File: config.mk
export PLATFORM = sky130hd
export DESIGN_NAME = pid_trapezoid_clamped_top
export DESIGN_NICKNAME = d
export VERILOG_FILES = /design/src/design/pidtc_pkg.sv /design/src/design/pid_trapezoid_clamped_top.sv
export VERILOG_INCLUDE_DIRS = /design/src /design/src/design
export SDC_FILE = /design/constraint.sdc
export NUM_CORES = 2
export LEC_CHECK = 0
export ABC_AREA = 1
export BUFFER_PORTS_ARGS = -buffer_cell sky130_fd_sc_hd__buf_2
export CORE_MARGIN = 2
export CORE_UTILIZATION = 42
export CTS_BUF_LIST = sky130_fd_sc_hd__clkbuf_8
export CTS_CLUSTER_SIZE = 24
export DETAILED_ROUTE_END_ITERATION = 7
export GPL_TIMING_DRIVEN = 0
export SLEW_MARGIN = 20
export SYNTH_ARGS = -nofsm -noshare
export SYNTH_HDL_FRONTEND = slang
export SYNTH_SLANG_ARGS = --single-unit
File: constraint.sdc
create_clock -name clk -period 6.2 [get_ports clk]
set_clock_uncertainty 0.1 [all_clocks]
set_input_delay 1.55 -clock clk [delete_from_list [all_inputs] [get_ports clk]]
set_output_delay 1.55 -clock clk [all_outputs]
set_load 0.01 [all_outputs]
File: src/design/assert_macros.svh
// Assertion macros for the design files.
`ifndef ASSERT_MACROS_SVH
`define ASSERT_MACROS_SVH

`ifndef ASSERT_OFF

`define ASSERT_IMPLY(lbl, clk, rstn, ante, cons) \
    lbl: assert property (@(posedge clk) disable iff (!rstn) (ante) |-> (cons)) \
        else $error("assertion failed");

`define ASSERT_NEXT(lbl, clk, rstn, ante, cons) \
    lbl: assert property (@(posedge clk) disable iff (!rstn) (ante) |=> (cons)) \
        else $error("assertion failed");

`else

`define ASSERT_IMPLY(lbl, clk, rstn, ante, cons)

`define ASSERT_NEXT(lbl, clk, rstn, ante, cons)

`endif

`endif

File: src/design/pidtc_pkg.sv
`timescale 1ns / 1ps

package pidtc_pkg;

    localparam int VALUE_WIDTH   = 32;
    localparam int FRAC_BITS     = 16;
    localparam int MS_PER_SECOND = 1000;
    localparam int TWO_SECONDS   = 2 * MS_PER_SECOND;
    localparam int REG_IDX_W     = 3;

    localparam logic [1:0] OP_RUN  = 2'd0;
    localparam logic [1:0] OP_STOP = 2'd1;
    localparam logic [1:0] OP_LOAD = 2'd2;

    localparam logic [REG_IDX_W-1:0] REG_GAIN_P     = 3'd0;
    localparam logic [REG_IDX_W-1:0] REG_GAIN_I     = 3'd1;
    localparam logic [REG_IDX_W-1:0] REG_GAIN_D     = 3'd2;
    localparam logic [REG_IDX_W-1:0] REG_OUTPUT_MIN = 3'd3;
    localparam logic [REG_IDX_W-1:0] REG_OUTPUT_MAX = 3'd4;
    localparam logic [REG_IDX_W-1:0] REG_INT_LIMIT  = 3'd5;
    localparam logic [REG_IDX_W-1:0] REG_PERIOD     = 3'd6;

    function automatic logic [31:0] sat_s33(input logic [32:0] v);
        logic [31:0] r;
        if (v[32] != v[31])
        begin
            r = v[32] ? 32'h8000_0000 : 32'h7fff_ffff;
        end
        else
        begin
            r = v[31:0];
        end
        return r;
    endfunction

    function automatic logic [31:0] sat_mag(input logic neg, input logic [64:0] m);
        logic [31:0] r;
        if (!neg)
        begin
            r = (m > 65'h0_7fff_ffff) ? 32'h7fff_ffff : m[31:0];
        end
        else
        begin
            r = (m > 65'h0_8000_0000) ? 32'h8000_0000 : (32'd0 - m[31:0]);
        end
        return r;
    endfunction

    function automatic logic [32:0] mag33(input logic [32:0] v);
        logic [32:0] r;
        r = v[32] ? (33'd0 - v) : v;
        return r;
    endfunction

endpackage

File: src/design/pid_trapezoid_clamped_top.sv
`timescale 1ns / 1ps
// Channel | Direction | Handshake          | Content
// s_*     | in        | s_tvalid/s_tready  | request: operation, measurement, target, now_ms, load
// m_*     | out       | m_tvalid/m_tready  | result: output, terms, integral, flags
// cfg_*   | in        | cfg_valid/cfg_ready| register write: index and data
// A run request that updates uses one bit-serial multiplier and one restoring divider,
// shared by up to five multiplies and two divides.
// Other requests go straight from S_IDLE to S_OUT. One request is in work at a time.
// A finished result waits in the output register while the next request is taken.
// All state resets asynchronously on rst_n low to the documented values.
`include "assert_macros.svh"

module pid_trapezoid_clamped_top
(
    input  logic                            clk,
    input  logic                            rst_n,
    input  logic                            s_tvalid,
    output logic                            s_tready,
    // measurement, target, now_ms, integral_load
    input  logic [127:0]                    s_tdata,
    // operation
    input  logic [1:0]                      s_tuser,
    output logic                            m_tvalid,
    input  logic                            m_tready,
    // control_out, p_term, i_term, d_term, integral_value
    output logic [159:0]                    m_tdata,
    // stopped_flag, updated
    output logic [1:0]                      m_tuser,
    input  logic                            cfg_valid,
    output logic                            cfg_ready,
    input  logic [pidtc_pkg::REG_IDX_W-1:0] cfg_index,
    input  logic [31:0]                     cfg_data
);
    import pidtc_pkg::*;

    typedef enum logic [3:0] {
        S_IDLE, S_PREP, S_IMUL, S_IDIV, S_INTEG, S_RMUL, S_RDIV,
        S_GSET, S_GMUL, S_SUM, S_OUT
    } state_t;

    typedef enum logic [1:0] {G_P, G_I, G_D} gain_sel_t;

    state_t      state_reg;
    gain_sel_t   gsel_reg;
    logic [5:0]  cnt_reg;

    logic [31:0] gain_p_reg, gain_i_reg, gain_d_reg, out_min_reg, out_max_reg;
    logic [30:0] lim_reg;
    logic [15:0] period_reg;

    logic [31:0] last_reg, acc_reg, prev_reg, held_reg, p_reg, i_reg, d_reg;
    logic        stopped_reg;
    logic [31:0] e_reg, dt_reg, rate_reg, ctl_reg;
    logic        upd_reg, neg_reg;

    logic [64:0] mul_p_reg;
    logic [32:0] mul_a_reg;
    logic [63:0] div_d_reg;
    logic [31:0] div_v_reg, rem_reg;

    logic        m_valid_reg;
    logic [159:0] m_data_reg;
    logic [1:0]  m_user_reg;

    logic        accept;
    logic [31:0] in_meas, in_targ, in_now, in_load;
    logic [31:0] e_in, dt_in;
    logic [33:0] mul_sum;
    logic [32:0] div_sh;
    logic        div_ge;
    logic [32:0] ep_sum, de_val;
    logic [31:0] inc_val, acc_sat, acc_clamped;
    logic signed [31:0] lim_pos, lim_neg;
    logic [31:0] g_sel, v_sel, term_val;
    logic signed [33:0] pid_sum;

    assign s_tready  = (state_reg == S_IDLE);
    assign cfg_ready = 1'b1;
    assign accept    = s_tvalid && s_tready;
    assign m_tvalid  = m_valid_reg;
    assign m_tdata   = m_data_reg;
    assign m_tuser   = m_user_reg;

    assign in_meas = s_tdata[31:0];
    assign in_targ = s_tdata[63:32];
    assign in_now  = s_tdata[95:64];
    assign in_load = s_tdata[127:96];
    assign e_in    = sat_s33({in_targ[31], in_targ} - {in_meas[31], in_meas});
    assign dt_in   = in_now - last_reg;

    assign mul_sum = {1'b0, mul_p_reg[64:32]} + (mul_p_reg[0] ? {1'b0, mul_a_reg} : 34'd0);
    assign div_sh  = {rem_reg, div_d_reg[63]};
    assign div_ge  = (div_sh >= {1'b0, div_v_reg});

    assign ep_sum  = {e_reg[31], e_reg} + {prev_reg[31], prev_reg};
    assign de_val  = {e_reg[31], e_reg} - {prev_reg[31], prev_reg};
    assign inc_val = sat_mag(neg_reg, {1'b0, div_d_reg});
    assign acc_sat = sat_s33({acc_reg[31], acc_reg} + {inc_val[31], inc_val});
    assign lim_pos = $signed({1'b0, lim_reg});
    assign lim_neg = -lim_pos;

    always_comb
    begin
        acc_clamped = acc_sat;
        if (lim_reg != 31'd0)
        begin
            if ($signed(acc_sat) < lim_neg)
            begin
                acc_clamped = lim_neg;
            end
            else if ($signed(acc_sat) > lim_pos)
            begin
                acc_clamped = lim_pos;
            end
        end
    end

    always_comb
    begin
        case (gsel_reg)
            G_P:
            begin
                g_sel = gain_p_reg;
                v_sel = e_reg;
            end
            G_I:
            begin
                g_sel = gain_i_reg;
                v_sel = acc_reg;
            end
            default:
            begin
                g_sel = gain_d_reg;
                v_sel = rate_reg;
            end
        endcase
    end

    assign term_val = sat_mag(neg_reg, {{FRAC_BITS{1'b0}}, mul_p_reg[64:FRAC_BITS]});
    assign pid_sum  = $signed({{2{p_reg[31]}}, p_reg}) + $signed({{2{i_reg[31]}}, i_reg})
                    + $signed({{2{d_reg[31]}}, d_reg});

    always_ff @(posedge clk or negedge rst_n)
    begin
        if (!rst_n)
        begin
            state_reg   <= S_IDLE;
            gsel_reg    <= G_P;
            cnt_reg     <= '0;
            gain_p_reg  <= '0;
            gain_i_reg  <= '0;
            gain_d_reg  <= '0;
            out_min_reg <= 32'h8000_0000;
            out_max_reg <= 32'h7fff_ffff;
            lim_reg     <= '0;
            period_reg  <= 16'(MS_PER_SECOND);
            last_reg    <= '0;
            acc_reg     <= '0;
            prev_reg    <= '0;
            held_reg    <= '0;
            p_reg       <= '0;
            i_reg       <= '0;
            d_reg       <= '0;
            stopped_reg <= 1'b0;
            e_reg       <= '0;
            dt_reg      <= '0;
            rate_reg    <= '0;
            ctl_reg     <= '0;
            upd_reg     <= 1'b0;
            neg_reg     <= 1'b0;
            mul_p_reg   <= '0;
            mul_a_reg   <= '0;
            div_d_reg   <= '0;
            div_v_reg   <= '0;
            rem_reg     <= '0;
            m_valid_reg <= 1'b0;
            m_data_reg  <= '0;
            m_user_reg  <= '0;
        end
        else
        begin
            if (cfg_valid)
            begin
                case (cfg_index)
                    REG_GAIN_P:     gain_p_reg  <= cfg_data;
                    REG_GAIN_I:     gain_i_reg  <= cfg_data;
                    REG_GAIN_D:     gain_d_reg  <= cfg_data;
                    REG_OUTPUT_MIN: out_min_reg <= cfg_data;
                    REG_OUTPUT_MAX: out_max_reg <= cfg_data;
                    REG_INT_LIMIT:  lim_reg     <= cfg_data[30:0];
                    REG_PERIOD:     period_reg  <= cfg_data[15:0];
                    default:        ;
                endcase
            end

            if (m_valid_reg && m_tready && state_reg != S_OUT)
            begin
                m_valid_reg <= 1'b0;
            end

            case (state_reg)
                S_IDLE:
                begin
                    if (accept)
                    begin
                        ctl_reg   <= held_reg;
                        upd_reg   <= 1'b0;
                        state_reg <= S_OUT;
                        case (s_tuser)
                            OP_RUN:
                            begin
                                if (stopped_reg)
                                begin
                                    stopped_reg <= 1'b0;
                                    last_reg    <= in_now;
                                    acc_reg     <= '0;
                                    prev_reg    <= '0;
                                    ctl_reg     <= '0;
                                end
                                else if (dt_in >= {16'd0, period_reg})
                                begin
                                    last_reg  <= in_now;
                                    e_reg     <= e_in;
                                    dt_reg    <= dt_in;
                                    state_reg <= S_PREP;
                                end
                            end
                            OP_STOP:
                            begin
                                stopped_reg <= 1'b1;
                                last_reg    <= in_now;
                                acc_reg     <= '0;
                                prev_reg    <= '0;
                            end
                            OP_LOAD:
                            begin
                                acc_reg <= in_load;
                            end
                            default: ;
                        endcase
                    end
                end
                S_PREP:
                begin
                    mul_a_reg <= mag33(ep_sum);
                    mul_p_reg <= {33'd0, dt_reg};
                    neg_reg   <= ep_sum[32];
                    cnt_reg   <= '0;
                    state_reg <= S_IMUL;
                end
                S_IMUL, S_RMUL, S_GMUL:
                begin
                    if (state_reg == S_GMUL && cnt_reg == 6'd32)
                    begin
                        cnt_reg <= '0;
                        case (gsel_reg)
                            G_P:
                            begin
                                p_reg    <= term_val;
                                gsel_reg <= G_I;
                                state_reg <= S_GSET;
                            end
                            G_I:
                            begin
                                i_reg    <= term_val;
                                gsel_reg <= G_D;
                                state_reg <= S_GSET;
                            end
                            default:
                            begin
                                d_reg    <= term_val;
                                gsel_reg <= G_P;
                                state_reg <= S_SUM;
                            end
                        endcase
                    end
                    else
                    begin
                        mul_p_reg <= {mul_sum, mul_p_reg[31:1]};
                        if (cnt_reg == 6'd31 && state_reg != S_GMUL)
                        begin
                            cnt_reg   <= '0;
                            rem_reg   <= '0;
                            div_d_reg <= {mul_sum[32:0], mul_p_reg[31:1]};
                            if (state_reg == S_IMUL)
                            begin
                                div_v_reg <= 32'(TWO_SECONDS);
                                state_reg <= S_IDIV;
                            end
                            else
                            begin
                                div_v_reg <= dt_reg;
                                state_reg <= S_RDIV;
                            end
                        end
                        else
                        begin
                            cnt_reg <= cnt_reg + 6'd1;
                        end
                    end
                end
                S_IDIV, S_RDIV:
                begin
                    rem_reg   <= div_ge ? 32'(div_sh - {1'b0, div_v_reg}) : div_sh[31:0];
                    div_d_reg <= {div_d_reg[62:0], div_ge};
                    if (cnt_reg == 6'd63)
                    begin
                        cnt_reg   <= '0;
                        state_reg <= (state_reg == S_IDIV) ? S_INTEG : S_GSET;
                        if (state_reg == S_RDIV)
                        begin
                            rate_reg <= sat_mag(neg_reg, {1'b0, div_d_reg[62:0], div_ge});
                        end
                    end
                    else
                    begin
                        cnt_reg <= cnt_reg + 6'd1;
                    end
                end
                S_INTEG:
                begin
                    acc_reg  <= acc_clamped;
                    prev_reg <= e_reg;
                    neg_reg  <= de_val[32];
                    cnt_reg  <= '0;
                    if (dt_reg == 32'd0)
                    begin
                        rate_reg  <= '0;
                        state_reg <= S_GSET;
                    end
                    else
                    begin
                        mul_a_reg <= mag33(de_val);
                        mul_p_reg <= {33'd0, 32'(MS_PER_SECOND)};
                        state_reg <= S_RMUL;
                    end
                end
                S_GSET:
                begin
                    mul_a_reg <= mag33({g_sel[31], g_sel});
                    mul_p_reg <= {33'd0, 32'(mag33({v_sel[31], v_sel}))};
                    neg_reg   <= g_sel[31] ^ v_sel[31];
                    cnt_reg   <= '0;
                    state_reg <= S_GMUL;
                end
                S_SUM:
                begin
                    if (pid_sum < $signed({{2{out_min_reg[31]}}, out_min_reg}))
                    begin
                        held_reg <= out_min_reg;
                        ctl_reg  <= out_min_reg;
                    end
                    else if (pid_sum > $signed({{2{out_max_reg[31]}}, out_max_reg}))
                    begin
                        held_reg <= out_max_reg;
                        ctl_reg  <= out_max_reg;
                    end
                    else
                    begin
                        held_reg <= pid_sum[31:0];
                        ctl_reg  <= pid_sum[31:0];
                    end
                    upd_reg   <= 1'b1;
                    state_reg <= S_OUT;
                end
                S_OUT:
                begin
                    if (!m_valid_reg || m_tready)
                    begin
                        m_valid_reg <= 1'b1;
                        m_data_reg  <= {acc_reg, d_reg, i_reg, p_reg, ctl_reg};
                        m_user_reg  <= {upd_reg, stopped_reg};
                        state_reg   <= S_IDLE;
                    end
                end
                default:
                begin
                    state_reg <= S_IDLE;
                end
            endcase
        end
    end

    `ASSERT_NEXT(a_run_clears_stop, clk, rst_n, accept && s_tuser == OP_RUN && stopped_reg, !stopped_reg)
    `ASSERT_IMPLY(a_upd_not_stopped, clk, rst_n, m_tvalid && m_tuser[1], !m_tuser[0])
    `ASSERT_IMPLY(a_busy_no_ready, clk, rst_n, state_reg == S_GMUL || state_reg == S_RDIV, !s_tready)

endmodule
# Word-level counts from Yosys, hierarchy flattened

Index checks and enable logic that the tools add are counted.

Register bits after elaboration: 963
Output and inout bits: 165

$add $sub $neg: 18
Magnitude comparators: 12
Eq/ne operators: 39
Multiplexer cells: 81
Bitwise operators: 4
Reductions and logical operators: 49

Operators by type and width:

| kind                  | count |
|---|---|
| $mux 32               | 34 |
| $pmux 32 s2           | 9 |
| $pmux 65 s4           | 1 |
| $mux 33               | 5 |
| $mux 65               | 2 |
| $gt 64x31->1 const B  | 2 |
| $gt 64x32->1 const B  | 2 |
| $mux 64               | 2 |
| $pmux 64 s2           | 1 |
| $sub 1x32->32 const A | 4 |
| $add 32x32->33        | 3 |
| $pmux 33 s3           | 1 |
| $pmux 32 s3           | 1 |
| $sub 1x33->33 const A | 2 |
| $sub 32x32->33        | 2 |
| $sub 32x32->32        | 2 |
| $gt 49x31->1 const B  | 1 |
| $gt 49x32->1 const B  | 1 |
| $mux 4                | 9 |
| $add 33x32->34        | 1 |
| $add 33x33->34        | 1 |
| $gt 34x32->1          | 1 |
| $lt 34x32->1          | 1 |
| $ge 33x32->1          | 1 |
| other kinds (52)      | 114 |

# Logic depth before layout (Yosys ltp)

Depth in word-level cells: 11
Gate-level depth with buffers: 53
Gate-level depth less buffers: 50

# Least setup slack after synthesis

Ideal clock, no wire load.

Path kind: reg-to-reg
Start: register div_d_reg[0]
End: register acc_reg[23]
Library setup time: 0.116 ns
Arrival: 6.318 ns
Required time: 5.984 ns
Setup slack: -0.335 ns
Stages on the path, launching flop included: 43
Buffers on the path: 5
Period minus slack after synthesis: 6.535 ns
Cells stage by stage: dfrtp_1 -> inv_1 -> ha_1 -> nand2_1 -> nor2_1 -> nand2_1 -> nor3_2 -> a41oi_2 -> nand2_2 -> inv_2 -> buf_2 -> a211oi_1 -> ha_1 -> nand3_1 -> nand3_1 -> nand2_1 -> nand3_1 -> nand2_1 -> [7 not listed] -> clkbuf_1 -> nand2_1 -> o21ai_0 -> inv_1 -> ha_1 -> a21oi_1 -> o21a_1 -> o211ai_1 -> a21oi_1 -> nand3b_1 -> nand2_1 -> clkbuf_1 -> clkbuf_1 -> nand3_1 -> nand3_1 -> nand3_1 -> nand2_1 -> nand2_1

Word-level cells in the longest chain between the ends: 11
Elaborated cells between the ends (all ways): 16
Classes of those cells: 2 x add/sub; 4 x order compare; 1 x eq/ne; 9 x mux

Ends and longest elaborated chain:

| item                                       | line                             | source |
|---|---|---|
| start, declared                            | pid_trapezoid_clamped_top.sv:58  | `logic [63:0] div_d_reg;` |
| start signal, assigned                     | pid_trapezoid_clamped_top.sv:284 | `div_d_reg <= {mul_sum[32:0], mul_p_reg[31:1]};` |
| start signal, assigned                     | pid_trapezoid_clamped_top.sv:305 | `div_d_reg <= {div_d_reg[62:0], div_ge};` |
| $gt 64x31->1, or another cell as far along | pidtc_pkg.sv:40                  | `r = (m > 65'h0_7fff_ffff) ? 32'h7fff_ffff : m[31:0];` |
| $mux 32, on equally long branches          | pidtc_pkg.sv:40, pidtc_pkg.sv:44 |  |
| $mux 32 (*)                                | pidtc_pkg.sv:38                  | `if (!neg)` |
| $add 32x32->33 (*)                         | pid_trapezoid_clamped_top.sv:98  | `assign acc_sat = sat_s33({acc_reg[31], acc_reg} + {inc_val[31], inc_val});` |
| $mux 32 or $ne 1x1->1 (tied branches)      | pidtc_pkg.sv:27, pidtc_pkg.sv:25 |  |
| $mux 32 (*)                                | pidtc_pkg.sv:25                  | `if (v[32] != v[31])` |
| $gt 32x32->1                               | pid_trapezoid_clamped_top.sv:111 | `else if ($signed(acc_sat) > lim_pos)` |
| $mux 32                                    | pid_trapezoid_clamped_top.sv:111 |  |
| $mux 32                                    | pid_trapezoid_clamped_top.sv:107 | `if ($signed(acc_sat) < lim_neg)` |
| $mux 32 (*)                                | pid_trapezoid_clamped_top.sv:105 | `if (lim_reg != 31'd0)` |
| $pmux 32 s2 (*)                            | pid_trapezoid_clamped_top.sv:201 | `case (state_reg)` |
| end signal, assigned                       | pid_trapezoid_clamped_top.sv:237 | `acc_reg <= in_load;` |
| end signal, assigned                       | pid_trapezoid_clamped_top.sv:322 | `acc_reg <= acc_clamped;` |
| end, declared                              | pid_trapezoid_clamped_top.sv:51  | `logic [31:0] last_reg, acc_reg, prev_reg, held_reg, p_reg, i_reg, d_reg;` |

Mark *: on every way between the ends. The rest lies on a longest branch, timed or not.
A chain may end at the register's enable or synchronous reset.

# Final worst setup path

Start: register div_d_reg[13]
End: register acc_reg[26]

The elaborated chain is that of the path after synthesis.

==> flow_summary.yaml <==
critical_path:
  rr_worst_depth: 45
  crit_path_end_kind: "register"
  cpPeakStageDelay_ns: 0.74
  criticalPathCategory: "register to register"
  r2r-end: "acc_reg[26]"
  r2r_start: "div_d_reg[13]"
  cp.required_ns: 6.96
  slowest_stage: "a311oi_4"
  r2r_setup_slack_ns: -0.94
  worst-path-stages: 45
  endpoint: "acc_reg[26]"
  critPathLaunchType: "register"
  cp-startpoint: "div_d_reg[13]"
  worst_path_most_repeated_cell: "nand2_1"
  crit_fanout: 10
  path_buf_inv: 9
  cp_top_family: "simple AND/OR/NAND/NOR gates"
  crit_arrival_ns: 7.89
die:
  die-height_um: 410.3
  die_x_um: 410.3
  row_count: 149
  core_area_mm2: 0.1644
  dieArea_mm2: 0.1683
  start_util: 0.4216
  io_pins: 335
detailed_routing:
  antenna_left: 0
  wl_per_cell_um: 25.79
  route.detailed.drc: 0
  drt_iter0_drc: 7750
  dr_total_vias: 72400
  via_per_inst: 5.674
  finalWirelength_um: 329100
  dr.pass1.iters: 8
placed_design:
  globalplace.congestion: 1.048
  io_buffers: 333
  post-place-ws_ns: -3.915
  placed_cells: 12345
  place_hpwl_um: 267900
clock_network:
  cts_inserted_buffers: 173
  h-tree-depth: 4
  cts_max_path_buffers: 3
  insertion_delay_ns: 0.97
  clock-root-buffer: "clkbuf_8"
  hold_buffers: 0
  path_clk_slew_ns: 0.07
  cts_tree: "built"
  clkSinkCount: 963
grt:
  grt_max_degree: 138
  antenna_found_initial: 22
  grt_pass1_wl_um: 470600
  overflow: 0
  first_global_vias: 69229
  grt_usage: 0.3826
logic_synthesis:
  synth.distinct_cells: 72
  synth.area.top_cells: "dfrtp_1 (33%), nand2_1 (14%), ha_1 (7.5%)"
  synth_flop_cell: "dfrtp_1"
  synth_edf_count: 0
  syn-num-nets: 10436
  synth_top_area_cell: "dfrtp_1"
  yosys_warnings: 0
  synth_cells: 9813
  synth_area_per_cell_um2: 7.065
  synth_seq_cells: 963
  ys_seq_area_frac: 0.3483
  async_flop_share: 1.000
  synth_top_area_share: 0.3339
  syn_area_mm2: 0.06933
cells_and_area:
  nets: 11034
  drive_above_1_share: 0.1355
  area_growth_pct: 16.10
  largest_register_ffs: 160
  final_common_cell: "nand2_1"
  final_cell_mix: "nand2_1 (2554), inv_1 (1327), dfrtp_1 (908)"
  final_cells: 12759
timing:
  hold_ws_ns: 0.3245
  maxSlewViolCount: 0
  setup_ws_ns: -0.9370
  period_minus_slack_ns: 7.137
  worstMarginPinSlew_ns: 1.203
  hold_violations: 0
  period_share: 1.151
  timing.fmax_mhz: 140.1
  slew_headroom: 0.1980
  rsz0062_at_grt: "yes"
  setup_viol: 32
power_and_ir_drop:
  p_sw_frac: 0.4399
  power_mw: 24.27
  p_int_mw: 13.59
  p_leak_nw: 41.17
  p_per_area_mw_per_mm2: 301.5
  combinationalPowerShare: 0.398
  power.share.clock: 0.271
  pwr-share-seq: 0.332
  ir_drop_v: 0.0003256
  p_switching_mw: 10.68
job:
  max_cap_violations: 0
outcome:
  status: "finished, violations left"
  violations: "setup timing"
hold_path:
  hold_class: "input pin to asynchronous set/reset pin"
[per-stage QoR]
step	TNS, ns	area [µm²]	util
3_5_place_dp	-119.51	74070	0.4504
3_3_place_gp	-	73750	0.4485
5_1_grt	-31.32	80460	0.4893
6_report	-24.84	80490	0.4895
4_1_cts	-21.20	79700	0.4847
2_1_floorplan	0	69350	-
[cells by family (layout without fill, tap and decap cells)]
group,after synthesis,after routing,share of synthesized area
adders and majority gates,453,453,0.08609
buffers and inverters,1721,2463,0.09681
DFF,963,963,0.3483
other,1,16,0.00005409
AOI/OAI and AO/OA,2073,2073,0.1699
muxes,64,64,0.01040
xor gates and xnor gates,239,239,0.03041
and+or+nand+nor,4299,4299,0.2581
[worst min-delay path by stage]
stage and endpoint:
3_3_place_gp gain_i_reg[17], 2_1_floorplan ctl_reg[10], 5_1_grt lim_reg[15], 3_5_place_dp held_reg[0]
6_report lim_reg[14], 4_1_cts lim_reg[14]
[timing repair]
| item | 4_1_cts | 5_1_grt |
|---|---|---|
| resized for setup | 364 | 183 |
| pin swaps | 83 | 82 |
| gates cloned | 4 | 1 |
| setup buffers | 55 | 25 |
| setup endpoints to repair | 88 | 94 |
[power by group through the flow]
stage	registers, mW	clock network, mW	logic, mW
floorplan	7.43	0	5.20
global placement	8.03	0	7.80
detailed placement	8.03	0	7.91
CTS	7.95	6.65	8.89
global route	8.05	6.92	10.5
finish	8.05	6.57	9.65
[worst register-to-register path: cells and delay by family (launching register included)]
| kind | cells | cell delay (ns) |
|---|---|---|
| adders and majority gates | 3 | 0.85 |
| buffers and inverters | 9 | 0.90 |
| and+or+nand+nor | 27 | 3.16 |
| AOI/OAI and AO/OA | 6 | 1.52 |
| DFF | 1 | 0.53 |
[synthesized netlist by cell type (all sizes together) (2+ instances only)]
master,n
nand2,2643
inv,1339
o21ai,1004
dfrtp,925
nor2,734
a21oi,555
nand3,535
ha,413
clkbuf,247
xor2,176
nand4,136
nor3,131
buf,130
o22ai,119
o211ai,74
mux2,64
xnor2,63
o221ai,61
a31oi,49
nor4,46
fa,40
dfstp,38
or2,37
o21bai,36
a221oi,27
a21o,26
a22oi,24
o21a,23
a21boi,21
nand3b,18
a211oi,15
o31ai,11
and2,7
and3,7
a32o,6
a311oi,5
clkinv,5
nor3b,4
o2111ai,4
a22o,3
o22a,3
a31o,2
a41oi,2
o41ai,2
[layout make-up]
type,instances,area (µm²)
Fill cell,16913,83940
Multi-Input combinational cell,7129,40210
Sequential cell,963,24170
Inverter,1344,5077
Clock buffer,219,3014
Tap cell,2189,2739
Timing Repair Buffer,428,2650
Buffer,372,1854
Clock inverter,100,739.5
Antenna cell,15,37.54
[metal layers]
metal  part of all wire  vias up  wire length [µm]  GRT usage
li1                   -    33474                 -          -
met1               0.40    34773            132600     0.4898
met2               0.43     3396            143000     0.5866
met3              0.094      749             31050    0.09207
met4              0.068        8             22310     0.2244
met5            0.00017        -                55          0
No activity file was read; power rests on OpenSTA's default activity.
